`config.mk`:
```
export PLATFORM = sky130hd
export DESIGN_NAME = srms_cell
export DESIGN_NICKNAME = d
export VERILOG_FILES = /design/src/rtl/core/srms_pkg.sv /design/src/rtl/core/srms_cell.sv
export SDC_FILE = /design/constraint.sdc
export NUM_CORES = 1
export LEC_CHECK = 0
export BUFFER_PORTS_ARGS = -buffer_cell sky130_fd_sc_hd__buf_2
export CORE_MARGIN = 2
export CORE_UTILIZATION = 40
export CTS_CLUSTER_DIAMETER = 60
export CTS_CLUSTER_SIZE = 10
export DETAILED_ROUTE_END_ITERATION = 16
export GPL_ROUTABILITY_DRIVEN = 0
export GPL_TIMING_DRIVEN = 0
export PLACE_DENSITY = 0.84
export SYNTH_ARGS = -nofsm -noshare
export SYNTH_HDL_FRONTEND = slang
export SYNTH_SLANG_ARGS = --single-unit
```
`constraint.sdc`:
```
create_clock -name clk -period 3.15 [get_ports clk]
set_input_delay 0.1575 -clock clk [delete_from_list [all_inputs] [get_ports clk]]
set_output_delay 0.1575 -clock clk [all_outputs]
set_load 0.01 [all_outputs]
```
`src/rtl/core/srms_pkg.sv`:
```
// ----------------------------------------------------------------------------
// srms_pkg
// Shared types, constants and the sort-order compare for the range sorter.
// ----------------------------------------------------------------------------
package srms_pkg;

	localparam int MAX_ELEMENTS = 64;
	localparam int KEY_WIDTH    = 32;
	localparam int TAG_WIDTH    = 16;
	localparam int CNT_WIDTH    = $clog2(MAX_ELEMENTS + 1);
	localparam int PHASE_WIDTH  = $clog2(MAX_ELEMENTS);
	localparam int CFG_WIDTH    = 7;
	localparam int CFG_IDX_W    = 2;
	localparam int DATA_WIDTH   = ((KEY_WIDTH + TAG_WIDTH + 7) / 8) * 8;

	// Configuration register indexes
	localparam logic [CFG_IDX_W-1:0] REG_DESCENDING  = 2'd0;
	localparam logic [CFG_IDX_W-1:0] REG_RANGE_START = 2'd1;
	localparam logic [CFG_IDX_W-1:0] REG_RANGE_END   = 2'd2;

	typedef struct packed {
		logic [TAG_WIDTH-1:0]        tag;
		logic signed [KEY_WIDTH-1:0] key;
	} elem_t;

	typedef enum logic [1:0] {
		CELL_HOLD  = 2'd0,
		CELL_LOAD  = 2'd1,
		CELL_SORT  = 2'd2,
		CELL_SHIFT = 2'd3
	} cell_mode_t;

	typedef struct packed {
		cell_mode_t mode;
		logic       descending;
	} cell_ctrl_t;

	typedef enum logic [2:0] {
		ST_LOAD = 3'b001,
		ST_SORT = 3'b010,
		ST_EMIT = 3'b100
	} state_t;

	// True when a must strictly follow b in the sort order
	function automatic logic elem_after(input elem_t a, input elem_t b, input logic desc);
		logic lt;
		logic gt;
		lt = a.key < b.key;
		gt = a.key > b.key;
		return desc ? lt : gt;
	endfunction

endpackage

```
`src/rtl/core/srms_cell.sv`:
```
// ----------------------------------------------------------------------------
// srms_cell
// One slot of the sorting row: holds an element, compares it with its right
// neighbor and trades places on a swap, loads and shifts toward the output.
// ----------------------------------------------------------------------------
module srms_cell (
	input  logic                clk,
	input  srms_pkg::cell_ctrl_t ctrl,
	input  logic                load_sel,
	input  logic                pair_en,
	input  srms_pkg::elem_t     din,
	input  srms_pkg::elem_t     left,
	input  srms_pkg::elem_t     right,
	input  logic                left_swap,
	output srms_pkg::elem_t     data,
	output logic                swap
);
	import srms_pkg::*;

	elem_t data_q;

	assign data = data_q;

	// Flag a swap with the right neighbor when this pair is out of order
	assign swap = pair_en && (ctrl.mode == CELL_SORT) && elem_after(data_q, right, ctrl.descending);

	// Load, trade places, shift or hold
	always_ff @(posedge clk) begin
		case (ctrl.mode)
			CELL_LOAD: begin
				if (load_sel) begin
					data_q <= din;
				end
			end
			CELL_SORT: begin
				if (left_swap) begin
					data_q <= left;
				end else if (swap) begin
					data_q <= right;
				end
			end
			CELL_SHIFT: begin
				data_q <= right;
			end
			default: begin
				data_q <= data_q;
			end
		endcase
	end

endmodule
```
==> impl_metrics.env <==
export IMPL_period_needed_ns=2.92
export IMPL_core_area_sq_um=8090
export IMPL_synth_main_ff_cell="edfxtp_1"
export IMPL_post_place_ws_ns=-0.484
export IMPL_clock_path_buffers=2
export IMPL_tns_ns=0
export IMPL_worstMarginPinSlew_ns=0.776
export IMPL_port_buffers=198
export IMPL_num_antenna_cells=0
export IMPL_irDropWorstVdd_v=0.000224
export IMPL_whs_ns=0.174
export IMPL_finClkSkew_ns=0.00865
export IMPL_drc_errors=0
export IMPL_die_h_um=94.8
export IMPL_synth_net_count=558
export IMPL_final_nets=764
export IMPL_grt_pass1_vias=3370
export IMPL_largest_reg_flops=48
export IMPL_cp_max_fo=24
export IMPL_fillerInstances=738
export IMPL_start_util_pct=40.8
export IMPL_dieArea_sq_um=8990
export IMPL_worstPathRequired_ns=3.06
export IMPL_slew_viol_final=0
export IMPL_min_path_type="in2reg"
export IMPL_cts_tree="built"
export IMPL_synth_area_leader_cell="edfxtp_1"
export IMPL_worstPathArrival_ns=2.83
export IMPL_detailed_place_hpwl_um=8020
export IMPL_ios=200
export IMPL_synth_top_area_share_pct=43.7
export IMPL_die_w_um=94.8
export IMPL_synth_cells=375
export IMPL_drt_initial_drc_count=88
export IMPL_ys_ff_latch=48
export IMPL_power_density_nw_per_um2=371
export IMPL_setup_ws_ns=0.226
export IMPL_utilization_pct=56.2
export IMPL_hold_buffers=0
export IMPL_vias_per_cell=5.06
export IMPL_ctsHtreeMaxLevel=2
export IMPL_ys_top_cells_by_count="94 x a21oi_1, 83 x nor2_1, 48 x edfxtp_1"
export IMPL_status="finished clean"
export IMPL_min_period_over_period_pct=92.8
export IMPL_synth_async_sr_flop_share_pct=0
export IMPL_syn_cell_area_sq_um=3300
export IMPL_end_kind="flip-flop"
export IMPL_grt_overflow=0
export IMPL_worstSkewPairLatency_ns=0.30
export IMPL_clock_sink_count=48
export IMPL_setup_viol_count_final=0
export IMPL_max_freq_ghz=0.342
export IMPL_synth_edf_count=48
export IMPL_yosysMostFrequentCell="a21oi_1"
export IMPL_yosysSeqAreaShare_pct=43.7
export IMPL_wl_um=10200
export IMPL_num_vias=3474
export IMPL_synth_area_leaders="edfxtp_1 44%, a21oi_1 14%, ha_1 12%"
export IMPL_rsz0062_at_grt="no"
export IMPL_grt_pass1_wl_um=15200
export IMPL_ctsRootBufferMaster="clkbuf_8"
export IMPL_multi_input_area_sq_um=1690
export IMPL_path_clk_slew_ns=0.09
export IMPL_ys_warn_count=0
export IMPL_final_hold_viol_count=0
export IMPL_start_kind="flip-flop"
export IMPL_seq_area_sq_um=1440
export IMPL_criticalPathCategory="reg2reg"
export IMPL_grt_max_degree=49
export IMPL_yosys_cell_types_count=27
export IMPL_detail_route_first_pass_iterations=4
export IMPL_gr_usage_all_layers_pct=21.5
export IMPL_p_leak_nw=2.21
export IMPL_antenna_left=0
export IMPL_grt_antenna_before_repair=0
export IMPL_post_drt_wl_per_cell_um=14.8
export IMPL_drv_cap=0
export IMPL_cts_buffers=5
export IMPL_slew_headroom_pct=47.7
export IMPL_area_delta_synth_final_pct=37.7
export IMPL_syn_area_per_cell_sq_um=8.80
export IMPL_layout_drive_gt1_share_pct=36.7
export IMPL_row_count=33
==> worst paths after layout <==
check	cells after the start	slack, ns	startpoint	to
max	8	0.23	data[7]$_DFFE_PP_	data[27]$_DFFE_PP_
min	3	0.17	din[42]	data[42]$_DFFE_PP_
max reg2reg	8	0.23	data[7]$_DFFE_PP_	data[27]$_DFFE_PP_
min reg2reg	6	1.48	data[30]$_DFFE_PP_	data[10]$_DFFE_PP_
==> repair_timing <==
action / in CTS / in global routing
endpoints found under the setup margin: 48 / 48
setup buffers: 0 / 0
pin swaps: 0 / 1
cloned: 0 / 1
resized for setup: 1 / 4
==> area by class of cell <==
type | instances | share of cell area, %
Clock buffer | 5 | 1.51
Inverter | 35 | 2.89
Tap cell | 105 | 2.89
Clock inverter | 2 | 0.165
Multi-Input combinational cell | 273 | 37.3
Buffer | 20 | 1.76
Timing Repair Buffer | 198 | 21.8
Sequential cell | 48 | 31.7
==> cell usage in the layout (no fill, tap or decap), types with 2 or more instances in the layout <==
cell,synthesis,routed
o21ai_0,4,4
nand3_1,3,2
nor3_1,3,3
nand4_1,7,7
buf_1,2,2
clkinv_1,0,2
edfxtp_1,48,48
clkbuf_1,14,14
nor2b_1,2,2
a21oi_1,94,94
o211ai_1,2,2
nand2_1,10,10
buf_2,4,202
o21ai_1,3,3
clkbuf_8,0,5
mux2i_1,19,17
nor2_1,83,83
ha_1,32,32
inv_1,35,35
nand3_4,0,2
==> critical path: stages (launching register included) <==
cell	delay, ns
edfxtp_1	0.42
ha_1	0.32
a21oi_1	0.14
o21ai_1	0.08
a221oi_1	0.31
o211ai_1	0.17
a21oi_1	0.24
mux2i_2	0.45
nand3_4	0.39
==> per-layer routing <==
layer | vias up | wire, um | GRT usage [%]
li1 | 1731 | - | -
met1 | 1573 | 4070 | 24.2
met2 | 162 | 5170 | 40.4
met3 | 8 | 834 | 5.35
met4 | 0 | 93 | 4.95
met5 | - | 0 | 0
==> report_power, final <==
group	leakage (nW)	total [mW]	switching [mW]	internal, mW
combinational	1.71	0.518	0.291	0.227
sequential	0.464	0.819	0.0300	0.789
clock	0.0391	0.349	0.202	0.147
total	2.21	1.69	0.523	1.16
==> logic make-up after synthesis <==
group | count (synthesis) | synth area share, %
flip-flops | 48 | 43.7
buffers and inverters | 55 | 6.41
AND/OR/NAND/NOR | 113 | 14.9
AO/OA/AOI/OAI | 108 | 17.1
adder cells (fa/ha/maj) | 32 | 12.1
multiplexers | 19 | 5.76
==> metrics by stage <==
stage | std cells | cell area (sq um) | power (mW)
2_1_floorplan | 375 | 3300 | 1.11
3_3_place_gp | 678 | 4430 | 1.32
3_5_place_dp | 678 | 4430 | 1.34
4_1_cts | 685 | 4510 | 1.69
5_1_grt | 686 | 4540 | 1.79
6_report | 686 | 4540 | 1.69
No activity file was read; power rests on OpenSTA's default activity.
